File: src/conversion_vertex_z_estimator_top_defines.svh
// Assertion macros for the conversion vertex z estimator.
// Included by the top level; needs no other file.
`ifndef CONVERSION_VERTEX_Z_ESTIMATOR_TOP_DEFINES_SVH
`define CONVERSION_VERTEX_Z_ESTIMATOR_TOP_DEFINES_SVH

// Same-cycle implication, checked outside reset.
`define CVZ_ASSERT_NOW(name, clk, rst, ante, cons) \
  name: assert property (@(posedge clk) disable iff (rst) (ante) |-> (cons)) \
    else $error("conversion vertex z estimator: check failed");

// Next-cycle implication, checked outside reset.
`define CVZ_ASSERT_NEXT(name, clk, rst, ante, cons) \
  name: assert property (@(posedge clk) disable iff (rst) (ante) |=> (cons)) \
    else $error("conversion vertex z estimator: check failed");

`endif

File: src/cvz_pkg.sv
// Shared codes and types of the conversion vertex z estimator.
// No dependencies; used by every module of the block.
package cvz_pkg;

  // Configuration register indexes.
  localparam int CFG_INDEX_BITS = 3;
  typedef enum logic [CFG_INDEX_BITS-1:0] {
    REG_BEAM_X       = 3'd0,
    REG_BEAM_Y       = 3'd1,
    REG_BEAM_Z       = 3'd2,
    REG_BARREL_LIMIT = 3'd3,
    REG_ENDCAP_LIMIT = 3'd4
  } reg_index_t;

  // Register reset values: 15 cm and 100 cm in 1/1024 cm.
  localparam int BARREL_LIMIT_RST = 15360;
  localparam int ENDCAP_LIMIT_RST = 102400;

  // Detector region codes that allow the projection method.
  localparam logic [1:0] DET_BARREL = 2'd1;
  localparam logic [1:0] DET_ENDCAP = 2'd2;

  typedef enum logic {
    METHOD_PROJ = 1'b0,
    METHOD_CALO = 1'b1
  } method_t;

  typedef enum logic [1:0] {
    ST_OK       = 2'd0,
    ST_ZERO_DEN = 2'd1,
    ST_SAT      = 2'd2
  } status_t;

  // Queue between front and back.
  localparam int QUEUE_DEPTH = 4;

  typedef struct packed {
    logic full;
    logic empty;
  } fifo_status_t;

endpackage

File: src/cvz_queue.sv
// Short request queue between the front end and the arithmetic back end.
// Depends on cvz_pkg for the status struct.
module cvz_queue
  import cvz_pkg::*;
#(
  parameter int WIDTH = 8,
  parameter int DEPTH = 4
) (
  input  logic             clk,
  input  logic             rst,
  input  logic             push,
  input  logic [WIDTH-1:0] wdata,
  input  logic             pop,
  output logic [WIDTH-1:0] rdata,
  output fifo_status_t     stat
);

  localparam int AW = $clog2(DEPTH);

  logic [WIDTH-1:0] mem [DEPTH];
  logic [AW-1:0]    wp;
  logic [AW-1:0]    rp;
  logic [AW:0]      count;

  // Pointers and fill count.
  always_ff @(posedge clk) begin
    if (rst) begin
      wp    <= '0;
      rp    <= '0;
      count <= '0;
    end else begin
      if (push) wp <= wp + 1'b1;
      if (pop)  rp <= rp + 1'b1;
      if (push && !pop)      count <= count + 1'b1;
      else if (pop && !push) count <= count - 1'b1;
    end
  end

  // Storage.
  always_ff @(posedge clk) begin
    if (push) mem[wp] <= wdata;
  end

  assign rdata      = mem[rp];
  assign stat.full  = (count == (AW+1)'(DEPTH));
  assign stat.empty = (count == '0);

endmodule

File: config.mk
export PLATFORM = sky130hd
export DESIGN_NAME = cvz_queue
export DESIGN_NICKNAME = d
export VERILOG_FILES = /design/src/conversion_vertex_z_estimator_top_defines.svh /design/src/cvz_pkg.sv /design/src/cvz_queue.sv
export SDC_FILE = /design/constraint.sdc
export NUM_CORES = 1
export LEC_CHECK = 0
export BUFFER_PORTS_ARGS = -buffer_cell sky130_fd_sc_hd__buf_4
export CORE_ASPECT_RATIO = 1.4
export CORE_MARGIN = 2
export CORE_UTILIZATION = 55
export CTS_CLUSTER_SIZE = 10
export DETAILED_ROUTE_END_ITERATION = 16
export GPL_ROUTABILITY_DRIVEN = 0
export GPL_TIMING_DRIVEN = 0
export PLACE_DENSITY = 0.82
export SETUP_SLACK_MARGIN = 0.2
export SYNTH_ARGS = -nofsm -noshare
export SYNTH_HDL_FRONTEND = slang
export SYNTH_SLANG_ARGS = --single-unit
File: constraint.sdc
create_clock -name clk -period 2.9 [get_ports clk]
set_input_delay 0.58 -clock clk [delete_from_list [all_inputs] [get_ports clk]]
set_output_delay 0.58 -clock clk [all_outputs]
set_load 0.05 [all_outputs]
==> reports/metrics.csv <==
metric,value,unit
endpoint_kind,output port,
mappedNetlistArea,1590,sq um
synth_nets,104,
drtIter0Drc,10,
syn_to_final_growth,18.8,%
critical_path_class,flip-flop to output port,
use_met2,32.3,%
grt_util_met3,5.31,%
status,completed,
reg2reg_slack,1.30,ns
root_buffer,clkbuf_8,
num_vias,780,
post_cts_buffers,0,
min_period,2.08,ns
fin_crit_sh,71.6,%
clock_latency,0.29,ns
hold_viol_final,0,
rsz0062_at_grt,no,
seq_area_frac_synth,71.9,%
synthCells,86,
hold_class,input pin to flip-flop,
maxSlewViolCount,0,
max_freq,481,MHz
clk_pin_slew,0.07,ns
power.density,706,nW/um^2
grt-ovfl-total,0,
ir_drop,0.640,mV
nets,131,
wirelength,2310,um
io_pins,22,
gr-usage-met1,16.8,%
crit_fanout,8,
clockBufferDepth,2,
track_usage,17.4,%
worst_pin_slew,0.426,ns
maxCapViolations,0,
dp_hpwl,1670,um
required,2.32,ns
drc,0,
die_area,3340,sq um
routedWlPerCell,15.3,um
dp_cells,143,
busiest_layer,met2,
dieWidth,49.4,um
hold_buffers,0,
fin_setup_tns,0,ns
routed_via_density,5.17,
antenna_found_initial,0,
start_util,56.3,%
worst_ep_arrival_time,1.50,ns
synth_seq_cells,41,
io_buffers,20,
cts_tree,done,
final_antenna_net_count,0,
clock_sinks,41,
p_leak,0.000696,uW
grt_pass1_wl,3950,um
relSlewSlack,71.6,%
row_count,23,
clock_skew,0.00765,ns
ctsResizeCount,0,
grt_pass1_vias,860,
stdcell_count,151,
dr.pass1.iters,4,
start_kind,flip-flop,
final_layout_size_suffix_gt1_share,32.5,%
core_area,2820,sq um
cts_made_buffers,5,
htree_levels,2,
yosys_warnings,0,
setup_viol,0,
synthDistinctLibCells,20,
n_antenna_cell,0,
grt_max_degree,14,
synth_area_per_cell,18.4,sq um
die_h,67.5,um
## routing by layer
metal  share of wire [%]  up-vias  routed length (um)
li1                    -      375                   -
met1                  37      373                 845
met2                  56       27                1300
met3                 4.7        5                 109
met4                 2.4        0                  55
met5                   0        -                   0
## path summary, 6_finish.rpt
check	startpoint	end	cells past startpoint
min	wdata[4]	mem[3][4]	1
max	flip-flop	rdata[4]	3
min reg2reg	count[2]	count[2]	2
max reg2reg	count[0]	count[2]	4
## worst max-delay path, cell delays in order, from the launching register on
cell     delay (ns)
dfxtp_1        0.33
buf_6          0.16
mux4_2         0.51
buf_4          0.21
## cells in the final DEF, fill, tap and decap left out
cell type,n
nor3b_1,1
clkinv_2,1
and2_1,4
edfxtp_1,32
clkbuf_16,1
buf_4,20
ha_1,5
inv_1,4
clkbuf_1,2
o21ai_0,1
mux2i_1,2
mux4_2,8
clkbuf_8,5
buf_6,1
fa_1,1
clkbuf_2,1
a21oi_1,1
nand2_1,1
xnor2_1,2
or3_1,1
nor3_1,1
dfxtp_1,9
xor2_1,3
nor2_1,7
## logic make-up after synthesis
group                      Yosys count  share of synthesized area [%]
AOI/OAI and AO/OA                    2                          0.630
xor gates and xnor gates             5                           2.76
adders and majority gates            6                           5.21
buffers and inverters                7                           2.21
DFF                                 41                           71.9
muxes                               10                           12.6
and+or+nand+nor                     15                           4.65
## layout make-up
| type | instances | area [sq um] |
|---|---|---|
| timing repair buffer | 20 | 150 |
| clock buffer | 7 | 97.6 |
| tap | 37 | 46.3 |
| sequential | 41 | 1140 |
| fill | 213 | 935 |
| inverter | 4 | 15.0 |
| multi-input combinational | 38 | 410 |
| clock inverter | 1 | 5.00 |
| buffer | 3 | 20.0 |
## metrics by stage
stage | hold WS (ns) | util (%) | instance area (sq um) | worst slack [ns] | power, uW
3_3_place_gp | 0.478 | 63.2 | 1780 | 0.875 | 940
5_1_grt | 0.474 | 66.9 | 1890 | 0.746 | 1380
3_5_place_dp | 0.522 | 63.2 | 1780 | 0.741 | 950
2_1_floorplan | 0.466 | - | 1590 | 0.818 | 875
6_report | 0.485 | 66.9 | 1890 | 0.822 | 1330
4_1_cts | 0.477 | 66.9 | 1890 | 0.800 | 1340
## where the power goes
part	leakage (uW)	switching (uW)	internal, uW
clock	0.0000534	177	220
sequential	0.000368	18.8	671
combinational	0.000275	152	93.1
total	0.000696	347	984
## state kept, by name, summed over array words and instances (netlist names), named ones only
register	cells
wp	2
mem	32
rp	2
count	3
## synthesized netlist by cell type
master,n,area [sq um]
edfxtp_1,32,961
dfxtp_1,9,180
mux4_2,8,180
nor2_1,7,26.3
ha_1,5,62.6
and2_1,4,25.0
inv_1,4,15.0
xor2_1,3,26.3
mux2i_1,2,20.0
xnor2_1,2,17.5
a21oi_1,1,5.00
buf_6,1,11.3
clkbuf_1,1,3.75
clkbuf_2,1,5.00
fa_1,1,20.0
nand2_1,1,3.75
nor3_1,1,5.00
nor3b_1,1,7.51
o21ai_0,1,5.00
or3_1,1,6.26
No activity file was read; power rests on OpenSTA's default activity.
