**config.mk**
```make
export PLATFORM = sky130hd
export DESIGN_NAME = cvz_front
export DESIGN_NICKNAME = d
export VERILOG_FILES = /design/src/conversion_vertex_z_estimator_top_defines.svh /design/src/cvz_pkg.sv /design/src/cvz_front.sv
export SDC_FILE = /design/constraint.sdc
export NUM_CORES = 2
export LEC_CHECK = 0
export ABC_AREA = 1
export BUFFER_PORTS_ARGS = -buffer_cell sky130_fd_sc_hd__buf_2
export CORE_AREA = 10 10 315 393
export CTS_CLUSTER_SIZE = 25
export DETAILED_ROUTE_END_ITERATION = 7
export DIE_AREA = 0 0 325 403
export PLACE_DENSITY_LB_ADDON = 0.05
export SYNTH_ARGS = -nofsm -noshare
export SYNTH_HDL_FRONTEND = slang
export SYNTH_SLANG_ARGS = --single-unit
```
**constraint.sdc**
```tcl
create_clock -name clk -period 11.55 [get_ports clk]
set_input_delay 1.155 -clock clk [delete_from_list [all_inputs] [get_ports clk]]
set_output_delay 1.155 -clock clk [all_outputs]
set_load 0.05 [all_outputs]
```
**src/conversion_vertex_z_estimator_top_defines.svh**
```systemverilog
// Assertion macros for the conversion vertex z estimator.
// Included by the top level; needs no other file.
`ifndef CONVERSION_VERTEX_Z_ESTIMATOR_TOP_DEFINES_SVH
`define CONVERSION_VERTEX_Z_ESTIMATOR_TOP_DEFINES_SVH

// Same-cycle implication, checked outside reset.
`define CVZ_ASSERT_NOW(name, clk, rst, ante, cons) \
  name: assert property (@(posedge clk) disable iff (rst) (ante) |-> (cons)) \
    else $error("conversion vertex z estimator: check failed");

// Next-cycle implication, checked outside reset.
`define CVZ_ASSERT_NEXT(name, clk, rst, ante, cons) \
  name: assert property (@(posedge clk) disable iff (rst) (ante) |=> (cons)) \
    else $error("conversion vertex z estimator: check failed");

`endif

```
**src/cvz_pkg.sv**
```systemverilog
// Shared codes and types of the conversion vertex z estimator.
// No dependencies; used by every module of the block.
package cvz_pkg;

  // Configuration register indexes.
  localparam int CFG_INDEX_BITS = 3;
  typedef enum logic [CFG_INDEX_BITS-1:0] {
    REG_BEAM_X       = 3'd0,
    REG_BEAM_Y       = 3'd1,
    REG_BEAM_Z       = 3'd2,
    REG_BARREL_LIMIT = 3'd3,
    REG_ENDCAP_LIMIT = 3'd4
  } reg_index_t;

  // Register reset values: 15 cm and 100 cm in 1/1024 cm.
  localparam int BARREL_LIMIT_RST = 15360;
  localparam int ENDCAP_LIMIT_RST = 102400;

  // Detector region codes that allow the projection method.
  localparam logic [1:0] DET_BARREL = 2'd1;
  localparam logic [1:0] DET_ENDCAP = 2'd2;

  typedef enum logic {
    METHOD_PROJ = 1'b0,
    METHOD_CALO = 1'b1
  } method_t;

  typedef enum logic [1:0] {
    ST_OK       = 2'd0,
    ST_ZERO_DEN = 2'd1,
    ST_SAT      = 2'd2
  } status_t;

  // Queue between front and back.
  localparam int QUEUE_DEPTH = 4;

  typedef struct packed {
    logic full;
    logic empty;
  } fifo_status_t;

endpackage

```
**src/cvz_front.sv**
```systemverilog
// Front end: configuration registers, request intake and method selection.
// Depends on cvz_pkg.
module cvz_front
  import cvz_pkg::*;
#(
  parameter int COORD_BITS = 20,
  parameter int MOM_BITS   = 24
) (
  input  logic                        clk,
  input  logic                        rst,
  input  logic                        cfg_wen,
  input  logic [CFG_INDEX_BITS-1:0]   cfg_index,
  input  logic [COORD_BITS-1:0]       cfg_data,
  input  logic                        in_valid,
  output logic                        in_ready,
  input  logic [1:0]                  detector,
  input  logic signed [COORD_BITS-1:0] conv_x,
  input  logic signed [COORD_BITS-1:0] conv_y,
  input  logic signed [COORD_BITS-1:0] conv_z,
  input  logic signed [MOM_BITS-1:0]  mom_x,
  input  logic signed [MOM_BITS-1:0]  mom_y,
  input  logic signed [MOM_BITS-1:0]  mom_z,
  input  logic signed [COORD_BITS-1:0] calo_x,
  input  logic signed [COORD_BITS-1:0] calo_y,
  input  logic signed [COORD_BITS-1:0] calo_z,
  output logic                        out_valid,
  input  logic                        out_ready,
  output logic                        item_method,
  output logic                        item_zden,
  output logic signed [COORD_BITS-1:0] item_cz,
  output logic signed [MOM_BITS-1:0]  item_px,
  output logic signed [MOM_BITS-1:0]  item_py,
  output logic signed [MOM_BITS-1:0]  item_pz,
  output logic signed [COORD_BITS:0]  item_dx,
  output logic signed [COORD_BITS:0]  item_dy,
  output logic signed [COORD_BITS:0]  item_ex,
  output logic signed [COORD_BITS:0]  item_ey,
  output logic signed [COORD_BITS:0]  item_ez
);

  localparam int C = COORD_BITS;
  localparam int M = MOM_BITS;

  // Configuration registers.
  logic signed [C-1:0] beam_x;
  logic signed [C-1:0] beam_y;
  logic [C-2:0]        barrel_limit;
  logic [C-2:0]        endcap_limit;

  // Beam z does not enter either estimate, so its write is dropped.
  always_ff @(posedge clk) begin
    if (rst) begin
      beam_x       <= '0;
      beam_y       <= '0;
      barrel_limit <= (C-1)'(BARREL_LIMIT_RST);
      endcap_limit <= (C-1)'(ENDCAP_LIMIT_RST);
    end else if (cfg_wen) begin
      unique case (reg_index_t'(cfg_index))
        REG_BEAM_X:       beam_x <= signed'(cfg_data);
        REG_BEAM_Y:       beam_y <= signed'(cfg_data);
        REG_BEAM_Z:       ;
        REG_BARREL_LIMIT: barrel_limit <= cfg_data[C-2:0];
        REG_ENDCAP_LIMIT: endcap_limit <= cfg_data[C-2:0];
        default:          ;
      endcase
    end
  end

  // Two-stage intake: capture, then squares and differences.
  logic                en;
  logic                f1_valid;
  logic [1:0]          f1_det;
  logic signed [C-1:0] f1_cx, f1_cy, f1_cz, f1_kx, f1_ky, f1_kz;
  logic signed [M-1:0] f1_px, f1_py, f1_pz;

  logic                f2_valid;
  logic signed [C-1:0] f2_cz;
  logic signed [M-1:0] f2_px, f2_py, f2_pz;
  logic signed [C:0]   f2_dx, f2_dy, f2_ex, f2_ey, f2_ez;
  logic [2*C-1:0]      f2_rsq;
  logic [2*C-3:0]      f2_lim2;
  logic                f2_barrel;
  logic                f2_endcap_ok;
  logic                f2_pzero;
  logic                f2_kzero;

  logic [C-1:0]        acx, acy, acz;
  logic signed [C:0]   dx, dy, ex, ey, ez;
  logic                proj;

  assign en       = !f2_valid || out_ready;
  assign in_ready = en;

  always_ff @(posedge clk) begin
    if (rst) begin
      f1_valid <= 1'b0;
      f2_valid <= 1'b0;
    end else if (en) begin
      f1_valid <= in_valid;
      f2_valid <= f1_valid;
    end
  end

  // Magnitudes and offsets from the captured request.
  always_comb begin
    acx = f1_cx[C-1] ? C'(-f1_cx) : C'(f1_cx);
    acy = f1_cy[C-1] ? C'(-f1_cy) : C'(f1_cy);
    acz = f1_cz[C-1] ? C'(-f1_cz) : C'(f1_cz);
    dx  = (C+1)'(f1_cx) - (C+1)'(beam_x);
    dy  = (C+1)'(f1_cy) - (C+1)'(beam_y);
    ex  = (C+1)'(f1_kx) - (C+1)'(f1_cx);
    ey  = (C+1)'(f1_ky) - (C+1)'(f1_cy);
    ez  = (C+1)'(f1_kz) - (C+1)'(f1_cz);
  end

  always_ff @(posedge clk) begin
    if (en) begin
      f1_det       <= detector;
      f1_cx        <= conv_x;
      f1_cy        <= conv_y;
      f1_cz        <= conv_z;
      f1_px        <= mom_x;
      f1_py        <= mom_y;
      f1_pz        <= mom_z;
      f1_kx        <= calo_x;
      f1_ky        <= calo_y;
      f1_kz        <= calo_z;
      f2_cz        <= f1_cz;
      f2_px        <= f1_px;
      f2_py        <= f1_py;
      f2_pz        <= f1_pz;
      f2_dx        <= dx;
      f2_dy        <= dy;
      f2_ex        <= ex;
      f2_ey        <= ey;
      f2_ez        <= ez;
      f2_rsq       <= (2*C)'(acx) * (2*C)'(acx) + (2*C)'(acy) * (2*C)'(acy);
      f2_lim2      <= (2*C-2)'(barrel_limit) * (2*C-2)'(barrel_limit);
      f2_barrel    <= (f1_det == DET_BARREL);
      f2_endcap_ok <= (f1_det == DET_ENDCAP) && (acz <= C'(endcap_limit));
      f2_pzero     <= (f1_px == '0) && (f1_py == '0);
      f2_kzero     <= (ex == '0) && (ey == '0);
    end
  end

  // Method choice and zero-denominator flag for the chosen method.
  assign proj        = (f2_barrel && (f2_rsq <= (2*C)'(f2_lim2))) || f2_endcap_ok;
  assign out_valid   = f2_valid;
  assign item_method = proj ? METHOD_PROJ : METHOD_CALO;
  assign item_zden   = proj ? f2_pzero : f2_kzero;
  assign item_cz     = f2_cz;
  assign item_px     = f2_px;
  assign item_py     = f2_py;
  assign item_pz     = f2_pz;
  assign item_dx     = f2_dx;
  assign item_dy     = f2_dy;
  assign item_ex     = f2_ex;
  assign item_ey     = f2_ey;
  assign item_ez     = f2_ez;

endmodule

```
==> summary.txt <==
Run status
  – Status: completed

Yosys
  – Register bit total from synthesis: 552
  – Syn_area_per_cell: 9.70 um2
  – Synth unique cells: 59
  – Synth Flop Type: edfxtp_1
  – FFs w/ async S/R, synth: 0%
  – Leading post-synthesis cells by cell area: fa_1 (31%), edfxtp_1 (25%), ha_1 (11%), inv_1 (11%), nand2_1 (5.4%)
  – Largest area contributor in the synthesized netlist: fa_1
  – Post-Syn Area: 0.0576 mm2
  – Count of flip-flops with a built-in enable after synthesis: 472
  – Post-Syn Instances: 5,932
  – Yosys warnings: 0
  – Post-synthesis sequential area ratio: 27.4%
  – Synth top area share: 30.9%

Critical path
  – Setup slack, reg-to-reg: 1790 ps
  – Critical Path RT: 11,930 ps
  – Worst reg2reg path depth: 32
  – Slowest stage delay, CP: 690 ps
  – Crit path kind: flop to flop
  – WP buf/inv: 6
  – R2R Path Start: f1_cy[1]
  – CP dominant cell by count: fa_1
  – CP delay by family, top: adder cells
  – CP Max Fanout: 10
  – Critical path arrival: 10,140 ps
  – Kind of end point of the critical path: flop
  – Startpoint Class: flop
  – CP max stage cell: fa_1
  – Reg2reg end: f2_rsq[39]

STA
  – Unrepaired setup endpoints after global routing: false
  – Pins Over Slew Limit: 0
  – Fin crit period: 9760 ps
  – Final worst path period share: 84.5%
  – Setup violations, final: 0
  – Max_slew headroom: 24.4%
  – Clock skew: 65.4 ps
  – Setup TNS Final: 0 ps
  – Fmax: 102 MHz
  – Hold Vio Cnt, Final: 0
  – Tightest Pin Transition: 1130 ps

GRT
  – Gr ovfl total: 0
  – First-pass GRT wire length: 266,000 um
  – Vias in the first global route: 43,700
  – Initial antenna violation count: 46
  – Tot GR Track Use: 27.1%
  – Largest net degree at the start of global routing: 203

Clock tree
  – Cts hold-fix bufs: 0
  – Htree depth: 2
  – CTS tree: done
  – Clk_lat worst skew: 680 ps
  – TritonCTS sink count: 552
  – Clk buf depth: 3
  – CTS clock-pin slew for the worst setup and hold paths: 90 ps
  – Root Buffer: clkbuf_16
  – CTS resizes: 0
  – Total CTS buffers: 56
  – Post-CTS setup buffer count: 0

Hold path
  – Worst hold path type: flop to flop
  – Hold Startpoint: f1_pz[16]
  – Hold Crit Depth: 0
  – Worst hold endpoint: item_pz[16]

Cells and area
  – Layout area overhead: 10.7%
  – Layout cell share with drive strength beyond 1: 9.68%
  – Total Nets Final: 8,017
  – # fillers: 10,800

Die
  – Core Region: 0.116 mm2
  – I/O pin total: 423
  – Die area: 0.131 mm2
  – Row count: 140
  – Die Y-Extent: 403 um
  – Starting Density: 49.6%
  – Die width: 325 um

Route
  – Via/cell ratio: 5.12
  – Wire per inst: 22.1 um
  – Number of remaining DRC errors: 0
  – 1st-iter DRT viols: 2,480
  – Drt first pass iters: 6
  – Via count: 40,900
  – Final wirelength: 176,000 um
  – ANT nets after route: 0

Run
  – Max_cap viols: 0

Placement
  – Number of port buffers: 422
  – Final HPWL DP: 150,000 um
  – RD Place Congestion: 0.970
==> synthesized netlist by cell type, drive strengths merged, types with 7 or more instances <==
library cell	instances
a21o	12
a21oi	284
a31oi	19
buf	34
clkbuf	78
clkinv	13
dfxtp	80
edfxtp	472
fa	889
ha	526
inv	1636
nand2	837
nand3	123
nand3b	12
nand4	38
nor2	367
nor3	28
nor4	28
o211ai	19
o21a	7
o21ai	195
o21bai	11
o221ai	7
or2	8
xnor2	60
xor2	121
==> through the flow <==
step / hold slack, ps / cell area, um2 / setup WS [ps] / std cells / util (%)
finish: 416 / 63700 / 1790 / 7996 / 55.0
global route: 425 / 63700 / 1300 / 7992 / 55.0
CTS: 419 / 63700 / 1900 / 7989 / 55.0
detailed placement: 405 / 61700 / 1980 / 7884 / 53.2
global placement: 400 / 61700 / 2070 / 7884 / 53.2
floorplan: 400 / 57700 / 2380 / 5965 / -
==> state kept, by name (all words and copies together) (netlist names), 21 cells and up <==
signal   count
item_ez     21
item_px     24
item_pz     24
item_dy     21
f1_px       24
item_ey     21
f2_rsq      40
f2_lim2     37
item_ex     21
item_dx     21
item_py     24
f1_pz       24
f1_py       24
==> final cells by class <==
type | count | area [um2] | share of cell area [%]
tap | 1562 | 1950 | 3.07
inverter | 1649 | 6190 | 9.72
clock inverter | 39 | 586 | 0.919
timing repair buffer | 469 | 2480 | 3.89
clock buffer | 66 | 1470 | 2.31
sequential | 552 | 15800 | 24.7
antenna | 7 | 17.5 | 0.0275
multi-input combinational | 3652 | 35300 | 55.3
==> logic make-up after synthesis <==
group	synth area share [%]
XOR/XNOR	2.77
other	0.0130
flip-flops	27.4
AND/OR/NAND/NOR	10.5
AO/OA/AOI/OAI	5.43
buffers and inverters	11.5
adder cells (fa/ha/maj)	42.4
==> cell usage in the layout (no fill, tap or decap), drive strengths merged, types with 2 or more instances in the layout <==
cell type	n
clkinv	29
o21ai	195
nor4b	2
o21a	7
nand4	38
nand3b	12
o221ai	7
diode	7
a21o	12
nand3	123
a211oi	4
fa	889
o31ai	4
o211ai	19
bufinv	11
clkinvlp	11
or2	8
a21oi	284
o2111ai	3
conb	35
dfxtp	80
clkbuf	66
a31oi	19
o21bai	11
xnor2	60
nor3	28
edfxtp	472
nor4	28
ha	526
xor2	121
buf	469
a21boi	6
nor2	367
inv	1637
nand2	837
==> worst register-to-register path, delay by kind of cell, from the launching register on <==
family	cells	cell delay, ps
flip-flops	1	550
AO/OA/AOI/OAI	6	1320
AND/OR/NAND/NOR	9	1540
buffers and inverters	6	1280
adder cells (fa/ha/maj)	10	4610
XOR/XNOR	1	160
==> worst max path at each step <==
stage,start,endpoint,slack (ps),cells past startpoint
2_1_floorplan,out_ready,f1_cx[0],2380,2
3_3_place_gp,f1_cx[1],f2_rsq[39],2070,36
3_5_place_dp,f1_cy[1],f2_rsq[39],1980,37
4_1_cts,f1_cy[1],f2_rsq[39],1900,37
5_1_grt,f1_cy[1],f2_rsq[39],1300,37
6_report,f1_cy[1],f2_rsq[39],1790,32
==> layer usage <==
metal	GRT usage (%)	vias up	part of all wire, %
li1	-	19000	-
met1	30.6	20300	37
met2	48.4	1140	51
met3	5.41	381	6.3
met4	13.2	58	5.8
met5	0	-	0.19
Power is left out: the tool's default activity adds up to more than one toggle a clock period on the data nets, which glitch-free logic cannot reach.
